## config.mk

```make
export PLATFORM = sky130hd
export DESIGN_NAME = pwm_frequency_ramp_controller
export DESIGN_NICKNAME = d
export VERILOG_FILES = /design/src/rtl/core/prfc_pkg.sv /design/src/rtl/core/prfc_serial_mul.sv /design/src/rtl/core/prfc_serial_div.sv /design/src/rtl/core/prfc_ramp.sv /design/src/rtl/core/pwm_frequency_ramp_controller.sv
export SDC_FILE = /design/constraint.sdc
export NUM_CORES = 1
export LEC_CHECK = 0
export BUFFER_PORTS_ARGS = -buffer_cell sky130_fd_sc_hd__buf_4
export CELL_PAD_IN_SITES_DETAIL_PLACEMENT = 0
export CELL_PAD_IN_SITES_GLOBAL_PLACEMENT = 1
export CORE_ASPECT_RATIO = 0.75
export CORE_MARGIN = 10
export CORE_UTILIZATION = 50
export CTS_BUF_LIST = sky130_fd_sc_hd__clkbuf_16
export DETAILED_ROUTE_END_ITERATION = 6
export GPL_TIMING_DRIVEN = 0
export PLACE_DENSITY = 0.86
export SYNTH_ARGS = -nofsm -noshare
export SYNTH_HDL_FRONTEND = slang
export SYNTH_SLANG_ARGS = --single-unit
```

## constraint.sdc

```tcl
create_clock -name clk -period 10.25 [get_ports clk]
set_input_delay 0.5125 -clock clk [delete_from_list [all_inputs] [get_ports clk]]
set_output_delay 0.5125 -clock clk [all_outputs]
set_load 0.03 [all_outputs]
```

## src/rtl/core/prfc_pkg.sv

```systemverilog
// Shared types, widths, reset values and codes for the PWM frequency ramp controller.
// No dependencies; prfc_ramp and the top level import this package.
package prfc_pkg;

	localparam int TIMER_CLOCK_HZ_DEF = 1000000;

	localparam int FREQ_W   = 16;
	localparam int PERIOD_W = 20;
	localparam int DUTY_W   = 7;
	localparam int STEP_W   = 8;
	localparam int TICK_W   = 8;
	localparam int STATE_W  = 2;
	localparam int CFG_IDX_W = 2;
	localparam int CFG_DATA_W = 16;

	localparam logic [FREQ_W-1:0]   LOW_FREQ_RST  = 16'd4000;
	localparam logic [FREQ_W-1:0]   HIGH_FREQ_RST = 16'd8000;
	localparam logic [STEP_W-1:0]   RAMP_STEP_RST = 8'd8;
	localparam logic [TICK_W-1:0]   TICKS_RST     = 8'd10;
	localparam logic [DUTY_W-1:0]   DUTY_MAX      = 7'd100;
	localparam logic [FREQ_W-1:0]   PCT_DIVISOR   = 16'd100;
	localparam logic [PERIOD_W-1:0] PERIOD_MAX    = 20'hFFFFF;
	localparam logic [FREQ_W-1:0]   FREQ_MAX      = 16'hFFFF;

	// Ramp machine states.
	localparam logic [STATE_W-1:0] RS_LOW  = 2'd0;
	localparam logic [STATE_W-1:0] RS_HIGH = 2'd1;
	localparam logic [STATE_W-1:0] RS_DOWN = 2'd2;
	localparam logic [STATE_W-1:0] RS_UP   = 2'd3;

	// Configuration register indexes.
	localparam logic [CFG_IDX_W-1:0] CFG_LOW_FREQ  = 2'd0;
	localparam logic [CFG_IDX_W-1:0] CFG_HIGH_FREQ = 2'd1;
	localparam logic [CFG_IDX_W-1:0] CFG_RAMP_STEP = 2'd2;
	localparam logic [CFG_IDX_W-1:0] CFG_TICKS     = 2'd3;

	typedef struct packed {
		logic [FREQ_W-1:0] floor_freq;
		logic [FREQ_W-1:0] ceiling_freq;
		logic [STEP_W-1:0] ramp_step;
		logic [TICK_W-1:0] ticks_per_update;
	} cfg_t;

	typedef struct packed {
		logic [FREQ_W-1:0]  freq;
		logic [STATE_W-1:0] state;
		logic [FREQ_W-1:0]  switches;
		logic               req;
		logic               updated;
	} ramp_stat_t;

endpackage

```

## src/rtl/core/prfc_serial_mul.sv

```systemverilog
// Bit-serial shift-add multiplier, one multiplier bit per cycle, MSB first.
// Depends on nothing but its parameters.
module prfc_serial_mul #(
	parameter int AW = 20,
	parameter int BW = 7
) (
	input  logic            clk,
	input  logic            arst_n,
	input  logic            start,
	input  logic [AW-1:0]   a,
	input  logic [BW-1:0]   b,
	output logic            done,
	output logic [AW+BW-1:0] product
);
	localparam int CW = $clog2(BW + 1);

	logic [AW-1:0]    a_q;
	logic [BW-1:0]    b_q;
	logic [AW+BW-1:0] acc_q;
	logic [CW-1:0]    cnt_q;
	logic             done_q;

	always_ff @(posedge clk or negedge arst_n) begin
		if (!arst_n) begin
			cnt_q  <= '0;
			done_q <= 1'b0;
		end else begin
			done_q <= 1'b0;
			if (start) begin
				cnt_q <= CW'(BW);
			end else if (cnt_q != '0) begin
				cnt_q  <= cnt_q - 1'b1;
				done_q <= (cnt_q == CW'(1));
			end
		end
	end

	always_ff @(posedge clk) begin
		if (start) begin
			a_q   <= a;
			b_q   <= b;
			acc_q <= '0;
		end else if (cnt_q != '0) begin
			acc_q <= {acc_q[AW+BW-2:0], 1'b0} + (b_q[BW-1] ? {{BW{1'b0}}, a_q} : '0);
			b_q   <= {b_q[BW-2:0], 1'b0};
		end
	end

	assign done    = done_q;
	assign product = acc_q;

endmodule

```

## src/rtl/core/prfc_serial_div.sv

```systemverilog
// Restoring radix-2 divider, one quotient bit per cycle.
// Depends on nothing but its parameters.
module prfc_serial_div #(
	parameter int DW = 27,
	parameter int VW = 16
) (
	input  logic          clk,
	input  logic          arst_n,
	input  logic          start,
	input  logic [DW-1:0] dividend,
	input  logic [VW-1:0] divisor,
	output logic          done,
	output logic [DW-1:0] quotient
);
	localparam int CW = $clog2(DW + 1);

	logic [DW-1:0] quo_q;
	logic [VW:0]   rem_q;
	logic [VW-1:0] dvs_q;
	logic [CW-1:0] cnt_q;
	logic          done_q;
	logic [VW:0]   trial;
	logic          fits;

	assign trial = {rem_q[VW-1:0], quo_q[DW-1]};
	assign fits  = (trial >= {1'b0, dvs_q});

	always_ff @(posedge clk or negedge arst_n) begin
		if (!arst_n) begin
			cnt_q  <= '0;
			done_q <= 1'b0;
		end else begin
			done_q <= 1'b0;
			if (start) begin
				cnt_q <= CW'(DW);
			end else if (cnt_q != '0) begin
				cnt_q  <= cnt_q - 1'b1;
				done_q <= (cnt_q == CW'(1));
			end
		end
	end

	always_ff @(posedge clk) begin
		if (start) begin
			quo_q <= dividend;
			rem_q <= '0;
			dvs_q <= divisor;
		end else if (cnt_q != '0) begin
			rem_q <= fits ? (trial - {1'b0, dvs_q}) : trial;
			quo_q <= {quo_q[DW-2:0], fits};
		end
	end

	assign done     = done_q;
	assign quotient = quo_q;

endmodule

```

## src/rtl/core/prfc_ramp.sv

```systemverilog
// Tick divider and four-state frequency ramp machine.
// Depends on prfc_pkg for the configuration and status structs and state codes.
module prfc_ramp (
	input  logic                clk,
	input  logic                arst_n,
	input  logic                step,
	input  logic                is_request,
	input  prfc_pkg::cfg_t      cfg,
	output prfc_pkg::ramp_stat_t stat
);
	import prfc_pkg::*;

	logic [TICK_W-1:0]  tick_q;
	logic [STATE_W-1:0] state_q;
	logic [FREQ_W-1:0]  freq_q;
	logic [FREQ_W-1:0]  switches_q;
	logic               req_q;
	logic               updated_q;

	logic [FREQ_W-1:0]  lo, hi;
	logic [STEP_W-1:0]  st;
	logic [TICK_W-1:0]  tpu;
	logic [TICK_W-1:0]  tick_inc;
	logic [FREQ_W:0]    up_sum;
	logic [FREQ_W-1:0]  up_f, dn_f;
	logic [STATE_W-1:0] n_state;
	logic [FREQ_W-1:0]  n_freq;
	logic [FREQ_W-1:0]  n_switches;
	logic               n_req;

	// Registers written as zero behave as one.
	assign lo  = (cfg.floor_freq == '0) ? FREQ_W'(1) : cfg.floor_freq;
	assign hi  = (cfg.ceiling_freq == '0) ? FREQ_W'(1) : cfg.ceiling_freq;
	assign st  = (cfg.ramp_step == '0) ? STEP_W'(1) : cfg.ramp_step;
	assign tpu = (cfg.ticks_per_update == '0) ? TICK_W'(1) : cfg.ticks_per_update;

	assign tick_inc = tick_q + 1'b1;
	assign up_sum   = {1'b0, freq_q} + (FREQ_W + 1)'(st);
	assign up_f     = up_sum[FREQ_W] ? FREQ_MAX : up_sum[FREQ_W-1:0];
	assign dn_f     = (freq_q > FREQ_W'(st)) ? (freq_q - FREQ_W'(st)) : FREQ_W'(1);

	always_comb begin
		n_state    = state_q;
		n_freq     = freq_q;
		n_switches = switches_q;
		n_req      = req_q;
		case (state_q)
			RS_LOW: begin
				n_freq = lo;
				if (req_q) n_state = RS_UP;
			end
			RS_HIGH: begin
				n_freq = hi;
				if (req_q) n_state = RS_DOWN;
			end
			RS_DOWN: begin
				n_freq = dn_f;
				if (dn_f <= lo) begin
					n_state    = RS_LOW;
					n_switches = switches_q + 1'b1;
					n_req      = 1'b0;
				end
			end
			default: begin
				n_freq = up_f;
				if (up_f >= hi) begin
					n_state    = RS_HIGH;
					n_switches = switches_q + 1'b1;
					n_req      = 1'b0;
				end
			end
		endcase
	end

	always_ff @(posedge clk or negedge arst_n) begin
		if (!arst_n) begin
			tick_q     <= '0;
			state_q    <= RS_LOW;
			freq_q     <= LOW_FREQ_RST;
			switches_q <= '0;
			req_q      <= 1'b0;
			updated_q  <= 1'b0;
		end else if (step) begin
			updated_q <= 1'b0;
			if (is_request) begin
				req_q <= 1'b1;
			end else if (tick_inc >= tpu) begin
				tick_q     <= '0;
				state_q    <= n_state;
				freq_q     <= n_freq;
				switches_q <= n_switches;
				req_q      <= n_req;
				updated_q  <= 1'b1;
			end else begin
				tick_q <= tick_inc;
			end
		end
	end

	assign stat = '{freq: freq_q, state: state_q, switches: switches_q,
		req: req_q, updated: updated_q};

`ifndef SYNTH
	a_freq_nonzero: assert property (@(posedge clk) disable iff (!arst_n)
		freq_q != '0) else $error("ramp frequency reached zero");
	a_ramp_has_req: assert property (@(posedge clk) disable iff (!arst_n)
		(state_q == RS_UP || state_q == RS_DOWN) |-> req_q)
		else $error("ramp running without a pending request");
	a_request_sticky: assert property (@(posedge clk) disable iff (!arst_n)
		(step && is_request) |=> req_q) else $error("request not latched");
`endif

endmodule

```

## src/rtl/core/pwm_frequency_ramp_controller.sv

```systemverilog
// Top level of the PWM frequency ramp controller: channels, configuration, sequencer.
// Depends on prfc_pkg, prfc_ramp, prfc_serial_mul and prfc_serial_div.
//
//  Channel  | Direction | Signals                     | Contents (lowest bit first)
//  ---------+-----------+-----------------------------+-------------------------------------
//  s_       | in        | s_tvalid s_tready s_tdata   | tdata: duty_percent[6:0], pad;
//           |           | s_tuser                     | tuser: mode (0 tick, 1 request)
//  m_       | out       | m_tvalid m_tready m_tdata   | period_count, compare_count,
//           |           |                             | frequency_hz, ramp_state,
//           |           |                             | switch_count, request_pending, pad
//  cfg_     | in        | cfg_we cfg_index cfg_wdata  | register write, no read-back
//
// Each transfer on s_ advances the ramp machine in its acceptance cycle. The compare value
// then takes a bit-serial multiply (7 partial products) and a serial divide by one
// hundred. A tick that triggers a ramp update adds a second serial divide for the new
// period. s_tready returns in the same cycle that the result enters the output register.
// The shared divider is DIV_W bits wide; with the default timer clock DIV_W is 27.
// Reset is asynchronous and active low and restores the control, configuration and ramp
// registers to their defaults; the datapath registers have no reset.
// The result sits in an output register, so the next item is accepted while it waits;
// s_tready is high only while the sequencer is idle.
module pwm_frequency_ramp_controller #(
	parameter int TIMER_CLOCK_HZ = prfc_pkg::TIMER_CLOCK_HZ_DEF
) (
	input  logic                               clk,
	input  logic                               arst_n,
	// Input stream.
	input  logic                               s_tvalid,
	output logic                               s_tready,
	input  logic [7:0]                         s_tdata,   // duty_percent[6:0], zero pad
	input  logic                               s_tuser,   // mode
	// Result stream.
	output logic                               m_tvalid,
	input  logic                               m_tready,
	// period_count[19:0], compare_count[39:20], frequency_hz[55:40], ramp_state[57:56],
	// switch_count[73:58], request_pending[74], zero pad[79:75]
	output logic [79:0]                        m_tdata,
	// Configuration writes.
	input  logic                               cfg_we,
	input  logic [prfc_pkg::CFG_IDX_W-1:0]     cfg_index,
	input  logic [prfc_pkg::CFG_DATA_W-1:0]    cfg_wdata
);
	import prfc_pkg::*;

	// Width of the timer clock constant and of the shared divider.
	localparam int TW     = $clog2(TIMER_CLOCK_HZ + 1);
	localparam int PROD_W = PERIOD_W + DUTY_W;
	localparam int DIV_W  = (TW > PROD_W) ? TW : PROD_W;
	localparam int RST_QUO = TIMER_CLOCK_HZ / int'(LOW_FREQ_RST);
	localparam logic [PERIOD_W-1:0] PERIOD_RST =
		(RST_QUO > int'(PERIOD_MAX)) ? PERIOD_MAX : PERIOD_W'(RST_QUO);

	// Sequencer states.
	localparam logic [2:0] SQ_IDLE = 3'd0;
	localparam logic [2:0] SQ_MUL  = 3'd1;
	localparam logic [2:0] SQ_DIVC = 3'd2;
	localparam logic [2:0] SQ_DIVP = 3'd3;
	localparam logic [2:0] SQ_DONE = 3'd4;

	logic [2:0]          sq_q;
	cfg_t                cfg_q;
	ramp_stat_t          stat;
	logic [PERIOD_W-1:0] period_q;
	logic [PERIOD_W-1:0] comp_q;
	logic                out_valid_q;
	logic [79:0]         out_data_q;

	logic                accept;
	logic [DUTY_W-1:0]   duty_in;
	logic [DUTY_W-1:0]   duty_clamped;
	logic                mul_done;
	logic [PROD_W-1:0]   product;
	logic                div_start;
	logic [DIV_W-1:0]    div_dividend;
	logic [FREQ_W-1:0]   div_divisor;
	logic                div_done;
	logic [DIV_W-1:0]    quotient;
	logic                out_free;

	assign s_tready = (sq_q == SQ_IDLE);
	assign accept   = s_tvalid && s_tready;
	assign duty_in  = s_tdata[DUTY_W-1:0];
	// Duty above one hundred percent is treated as one hundred.
	assign duty_clamped = (duty_in > DUTY_MAX) ? DUTY_MAX : duty_in;
	assign out_free = !out_valid_q || m_tready;

	// Configuration registers.
	always_ff @(posedge clk or negedge arst_n) begin
		if (!arst_n) begin
			cfg_q.floor_freq       <= LOW_FREQ_RST;
			cfg_q.ceiling_freq     <= HIGH_FREQ_RST;
			cfg_q.ramp_step        <= RAMP_STEP_RST;
			cfg_q.ticks_per_update <= TICKS_RST;
		end else if (cfg_we) begin
			case (cfg_index)
				CFG_LOW_FREQ:  cfg_q.floor_freq       <= cfg_wdata;
				CFG_HIGH_FREQ: cfg_q.ceiling_freq     <= cfg_wdata;
				CFG_RAMP_STEP: cfg_q.ramp_step        <= cfg_wdata[STEP_W-1:0];
				CFG_TICKS:     cfg_q.ticks_per_update <= cfg_wdata[TICK_W-1:0];
				default: ;
			endcase
		end
	end

	prfc_ramp u_ramp (
		.clk        (clk),
		.arst_n     (arst_n),
		.step       (accept),
		.is_request (s_tuser),
		.cfg        (cfg_q),
		.stat       (stat)
	);

	// The multiply uses the period held before this item, which gives the compare
	// value its one-update lag behind a new period.
	prfc_serial_mul #(.AW(PERIOD_W), .BW(DUTY_W)) u_mul (
		.clk     (clk),
		.arst_n  (arst_n),
		.start   (accept),
		.a       (period_q),
		.b       (duty_clamped),
		.done    (mul_done),
		.product (product)
	);

	// One divider serves both the compare scaling and the period computation.
	always_comb begin
		div_start    = 1'b0;
		div_dividend = DIV_W'(product);
		div_divisor  = PCT_DIVISOR;
		case (sq_q)
			SQ_MUL: begin
				div_start = mul_done;
			end
			SQ_DIVC: begin
				div_start    = div_done && stat.updated;
				div_dividend = DIV_W'(TIMER_CLOCK_HZ);
				div_divisor  = stat.freq;
			end
			default: ;
		endcase
	end

	prfc_serial_div #(.DW(DIV_W), .VW(FREQ_W)) u_div (
		.clk      (clk),
		.arst_n   (arst_n),
		.start    (div_start),
		.dividend (div_dividend),
		.divisor  (div_divisor),
		.done     (div_done),
		.quotient (quotient)
	);

	// Sequencer.
	always_ff @(posedge clk or negedge arst_n) begin
		if (!arst_n) begin
			sq_q     <= SQ_IDLE;
			period_q <= PERIOD_RST;
		end else begin
			case (sq_q)
				SQ_IDLE: if (accept) sq_q <= SQ_MUL;
				SQ_MUL:  if (mul_done) sq_q <= SQ_DIVC;
				SQ_DIVC: if (div_done) sq_q <= stat.updated ? SQ_DIVP : SQ_DONE;
				SQ_DIVP: begin
					if (div_done) begin
						// The period saturates at the largest 20-bit value.
						period_q <= (quotient > DIV_W'(PERIOD_MAX)) ? PERIOD_MAX
							: quotient[PERIOD_W-1:0];
						sq_q <= SQ_DONE;
					end
				end
				SQ_DONE: if (out_free) sq_q <= SQ_IDLE;
				default: sq_q <= SQ_IDLE;
			endcase
		end
	end

	// The compare quotient never exceeds the old period, so its low bits hold it whole.
	always_ff @(posedge clk) begin
		if (sq_q == SQ_DIVC && div_done) comp_q <= quotient[PERIOD_W-1:0];
	end

	// Output register.
	always_ff @(posedge clk or negedge arst_n) begin
		if (!arst_n) begin
			out_valid_q <= 1'b0;
		end else if (sq_q == SQ_DONE && out_free) begin
			out_valid_q <= 1'b1;
		end else if (m_tready) begin
			out_valid_q <= 1'b0;
		end
	end

	always_ff @(posedge clk) begin
		if (sq_q == SQ_DONE && out_free) begin
			out_data_q <= {5'b0, stat.req, stat.switches, stat.state, stat.freq,
				comp_q, period_q};
		end
	end

	assign m_tvalid = out_valid_q;
	assign m_tdata  = out_data_q;

`ifndef SYNTH
	a_accept_starts_mul: assert property (@(posedge clk) disable iff (!arst_n)
		accept |=> sq_q == SQ_MUL) else $error("accepted item did not start multiply");
	a_mul_done_in_mul: assert property (@(posedge clk) disable iff (!arst_n)
		mul_done |-> sq_q == SQ_MUL) else $error("multiply finished outside its step");
	a_div_done_in_div: assert property (@(posedge clk) disable iff (!arst_n)
		div_done |-> (sq_q == SQ_DIVC || sq_q == SQ_DIVP))
		else $error("divide finished outside its steps");
	a_out_not_lost: assert property (@(posedge clk) disable iff (!arst_n)
		(sq_q == SQ_DONE && !out_free) |=> (sq_q == SQ_DONE && out_valid_q))
		else $error("result left while output register was full");
`endif

endmodule
```

Word-level counts from Yosys, hierarchy flattened
Index checks and enable logic that the tools add are counted.
Storage, ports and cells
  bits in registers: 334
  input port bits: 32
Operators by class
  add/subtract/negate cells: 8
  order comparisons: 7
  equal/unequal tests: 21
  muxes and demuxes: 50
  bitwise operators: 2
  reductions and logical operators: 34
Operator list (number)
  $mux W16: 7
  $mux W27: 3
  $pmux W16 S3: 1
  $mux W20: 2
  $logic_not A16 Y1: 2
  $pmux W16 S2: 1
  $add A27 B27 Y27: 1
  $gt A27 B20 Y1 const B: 1
  $mux W3: 8
  $mux W8: 3
  $mux W7: 3
  $add A16 B8 Y17: 1
  $ge A17 B16 Y1: 1
  $add A16 B1 Y16 const B: 1
  $ge A16 B16 Y1: 1
  $gt A16 B8 Y1: 1
  $le A16 B16 Y1: 1
  $logic_not A8 Y1: 2
  $ne A2 B1 Y1 const B: 8
  $sub A16 B16 Y16: 1
  $sub A16 B8 Y16: 1
  $pmux W3 S5: 1
  $mux W1: 12
  $reduce_and A2 Y1: 6
  32 further kinds: 53

Longest topological paths before layout
  word-level depth: 9
  depth in mapped cells: 22

Cells and area by module
Synthesis repeated with hierarchy kept, for this count alone.
Second synthesis, totals
  cell total of the unflattened synthesis: 1684
  area, all modules: 18108.6 um^2
Modules (own cells, without submodules)
  pwm_frequency_ramp_controller: instances 1, cells an instance 381, area an instance 6165.9 um^2, seq. area each 4680.7 um^2
  prfc_ramp: instances 1, cells an instance 616, area an instance 4954.8 um^2, seq. area each 1108.6 um^2
  prfc_serial_div: instances 1, cells an instance 326, area an instance 3557.2 um^2, seq. area each 1761.7 um^2
  prfc_serial_mul: instances 1, cells an instance 361, area an instance 3430.8 um^2, seq. area each 1451.4 um^2

Least setup slack after synthesis
OpenSTA, ideal clock, no wires.
  path kind: register to register
  start point: register cfg_q[15] (netlist bit)
  end point: register u_ramp.switches_q[1]
  library setup time: 0.125 ns
  arrival time: 5.187 ns
  data required time: 10.125 ns
  setup slack: 4.939 ns
  cell stages (with the launch flop): 21
  period minus slack after synthesis: 5.311 ns
  cells stage by stage: dfrtp_1 nor4_1 a41o_1 ha_1 inv_1 fa_1 a21o_1 a21oi_1 o211ai_1 a311oi_4 clkbuf_1 nor2_1 ha_1 a21o_1 a21o_1 a21oi_1 o22ai_1 o311a_1 or4_4 nor2_1 mux2_2
On the way
  word-level cells in the longest chain between the ends: 7
  elaborated cells between the ends (all ways): 12
Ends and longest elaborated chain
  start, declared: RTL line pwm_frequency_ramp_controller.sv:61  | cfg_t cfg_q;
  $logic_not A8 Y1: RTL line prfc_ramp.sv:34  | assign st = (cfg.ramp_step == '0) ? STEP_W'(1) : cfg.ramp_step;
  $mux W8 *: RTL line prfc_ramp.sv:34
  $sub A16 B8 Y16, or another cell as far along: RTL line prfc_ramp.sv:40  | assign dn_f = (freq_q > FREQ_W'(st)) ? (freq_q - FREQ_W'(st)) : FREQ_W'(1);
  $mux W16 (on tied branches): RTL line prfc_ramp.sv:40, prfc_ramp.sv:39
  $le A16 B16 Y1 or $ge A16 B16 Y1 (tied branches): RTL line prfc_ramp.sv:58, prfc_ramp.sv:66
  $ne A2 B1 Y1 (no line) or $reduce_bool A2 Y1 (tied branches)
  $reduce_and A6 Y1 (no line) *
  end signal, assigned: RTL line prfc_ramp.sv:91  | switches_q <= n_switches;
  end, declared: RTL line prfc_ramp.sv:16  | logic [FREQ_W-1:0] switches_q;
Every way passes the cells marked *; elsewhere a longest branch is shown, timed or not.
A chain may end at the register's enable or synchronous reset.

Final worst setup path
  start point: register cfg_q[15] (netlist bit)
  end point: register u_ramp.switches_q[10]
Same word-level chain as after synthesis.

==> results_dict.tcl <==
set metrics [dict create \
    ys_seq_elements 334 \
    diodes 0 \
    fin_tns_setup_ps 0 \
    synthTopCellsByArea "edfxtp_1, dfrtp_1, ha_1" \
    critPathArrivalTime_ps 6650 \
    ant_nets 0 \
    num_rows 58 \
    rsz0062_at_grt "false" \
    nNetsFinal 1917 \
    synth_adder_area_share 0.08022 \
    cts_hold_buf 1 \
    grt_pass1_vias 12340 \
    hold_viol_final 0 \
    synth_mux_area_frac 0.02669 \
    routed_wl_um 44940 \
    route.met3.wl_um 3252 \
    drt-initial-drc-count 1105 \
    path_class "flip-flop to flip-flop" \
    num_vias 12860 \
    drc 0 \
    drt-vias-per-instance 5.702 \
    power_density_nw_per_um2 255.5 \
    synth_top_family_by_area "compound AO/OA/AOI/OAI gates" \
    yosysWarnings 0 \
    dieArea_um2 41990 \
    synth_compound_area_frac 0.1439 \
    async_flop_share 0.3772 \
    highest_layer "met4" \
    power_frac_seq 0.402 \
    dp.cells 2189 \
    min_period_ps 6238 \
    dieWidth_um 233.3 \
    max_freq_mhz 160.3 \
    die_y_um 180.0 \
    relSlewSlack 0.1103 \
    io_buffers 107 \
    maxCapViolations 0 \
    core_um2 33600 \
    setup_viol 0 \
    p_int_mw 3.256 \
    layoutNonFillerInstCount 2256 \
    cts_max_level 2 \
    synth_edf_count 165 \
    critPathMaxFanout 10 \
    grt-ovfl-total 0 \
    ir_drop_uv 128.1 \
    antenna_found_initial 0 \
    wire_per_inst_um 19.92 \
    synth_most_common_cell "nand2_1" \
    grt_max_degree 75 \
    grtUsageTotal 0.2097 \
    clockRootBuffer "clkbuf_16" \
    cts.reportedPaths.clkPinSlew_ps 60 \
    yosys.area.top_type "edfxtp_1" \
    numClockSinks 334 \
    wl_met2_um 19360 \
    clock_latency_ps 540 \
    start_util 0.5079 \
    drive_gt1_frac 0.1373 \
    postCtsSetupRepairBufs 0 \
    cts_resized 0 \
    final_cell_area_um2 19740 \
    gp_congestion 0.9266 \
    synth_common_cells "nand2_1, edfxtp_1, inv_1" \
    synth_seq_area_share 0.5276 \
    cts_tree "yes" \
    place_hpwl_um 32930 \
    p_leak_nw 8.579 \
    syn_area_per_cell_um2 10.50 \
    synth-xor-area-share 0.03798 \
    period_share 0.6086 \
    p_clk_frac 0.260 \
    io_pins 114 \
    syn_to_final_growth_pct 15.67 \
    combPwrFrac 0.338 \
    wirelength_met1_um 21470 \
    end_kind "flip-flop" \
    first_pass_iters 5 \
    synth_top_area_frac 0.2904 \
    required_ps 10660 \
    skew_ps 28.72 \
    worstMarginPinSlew_ps 1333 \
    swShare 0.3542 \
    syn_inst 1625 \
    grt_pass1_wl_um 70390 \
    fillers 2849 \
    hold_path.class "primary input to flip-flop" \
    syn_area_um2 17060 \
    switchingPower_mw 1.786 \
    cts_max_path_buffers 3 \
    place_area_um2 18540 \
    drv_slew 0 \
    outcome "complete, no violations" \
    cp-start-kind "flip-flop" \
    synth_flop_cell "edfxtp_1" \
    ys_types 72 \
    cts_buffers 36 \
    yosys.area_share.simple 0.1416 \
]
## power groups by stage
stage          combinational [mW]  clock (mW)  sequential, mW
2_1_floorplan                1.28           0            1.96
3_3_place_gp                 1.62           0            2.04
3_5_place_dp                 1.67           0            2.05
4_1_cts                      1.68        1.33            2.02
5_1_grt                      1.91        1.39            2.06
6_report                     1.70        1.31            2.03
## final timing paths
| check | startpoint | end | slack, ps | depth (start not counted) |
|---|---|---|---|---|
| max | cfg_q[15] | u_ramp.switches_q[10] | 4010 | 21 |
| min | cfg_wdata[10] | cfg_q[42] | 220 | 3 |
| max reg2reg | cfg_q[15] | u_ramp.switches_q[10] | 4010 | 21 |
| min reg2reg | comp_q[15] | m_tdata[35] | 420 | 0 |
| max in group asynchronous | arst_n | u_ramp.freq_q[9] | 8910 | 3 |
| min in group asynchronous | arst_n | cfg_q[0] | 520 | 2 |
## cell families after synthesis
group / Yosys count
buffers and inverters: 185
AOI/OAI and AO/OA: 374
and+or+nand+nor: 509
muxes: 41
xor gates and xnor gates: 74
DFF: 334
other: 1
adders and majority gates: 107
## critical path, stage by stage, from the launching register on
cell and delay, ps:
dfrtp_1 480, nor4_1 320, a41o_1 240, ha_1 170
inv_1 60, fa_1 460, a21o_1 220, a21oi_1 290
o211ai_1 250, a311oi_4 600, clkbuf_1 370, nor2_1 120
ha_1 320, a21o_1 180, a21o_1 170, a21oi_1 140
o22ai_1 90, o311a_1 390, or4_4 500, nor4_4 440
nand3_1 150, xnor2_1 140
## layout by cell type, fill, tap and decap left out, types with 43 or more instances in the layout
cell type,n
ha_1,103
inv_1,109
buf_4,111
xnor2_1,59
dfrtp_1,99
nor2_1,81
clkbuf_1,66
dfxtp_1,43
nand2_1,206
o21ai_0,98
edfxtp_1,165
nand3_1,48
a21oi_1,92
## area by class of cell
type / count / area [um^2] / share of cell area
Buffer: 78 / 314.1 / 0.01591
Inverter: 107 / 401.6 / 0.02035
Clock buffer: 38 / 950.9 / 0.04818
Tap cell: 450 / 563.0 / 0.02853
Clock inverter: 28 / 239.0 / 0.01211
Sequential cell: 334 / 9002 / 0.4561
Timing Repair Buffer: 111 / 899.6 / 0.04558
Multi-Input combinational cell: 1110 / 7367 / 0.3732
## sequential cells by signal (all words and copies together) (netlist names)
register / cells
m_tvalid: 1
u_div.dvs_q: 16
sq_q: 3
cfg_q: 48
u_div.cnt_q: 5
period_q: 20
u_mul.cnt_q: 3
comp_q: 20
u_div.rem_q: 16
u_ramp.req_q: 1
u_ramp.state_q: 2
u_ramp.tick_q: 8
u_mul.done: 1
u_ramp.freq_q: 16
u_ramp.switches_q: 16
u_mul.product: 27
m_tdata: 75
u_div.done: 1
u_mul.a_q: 20
u_div.quotient: 27
u_ramp.updated_q: 1
u_mul.b_q: 7
## metrics by stage
stage,hold slack (ps),power [mW],worst slack (ps),utilization
2_1_floorplan,216.9,3.244,4939,-
3_3_place_gp,402.4,3.657,4132,0.5490
3_5_place_dp,404.5,3.716,4101,0.5517
4_1_cts,194.6,5.040,4094,0.5874
5_1_grt,223.5,5.364,3618,0.5874
6_report,216.9,5.043,4012,0.5874
## per-layer routing
layer	vias to the layer above	GRT usage
met5	-	0
met4	0	0.05365
met3	58	0.03776
met2	438	0.3024
met1	6234	0.3164
li1	6133	-
Power figures use the tool's default switching activity.
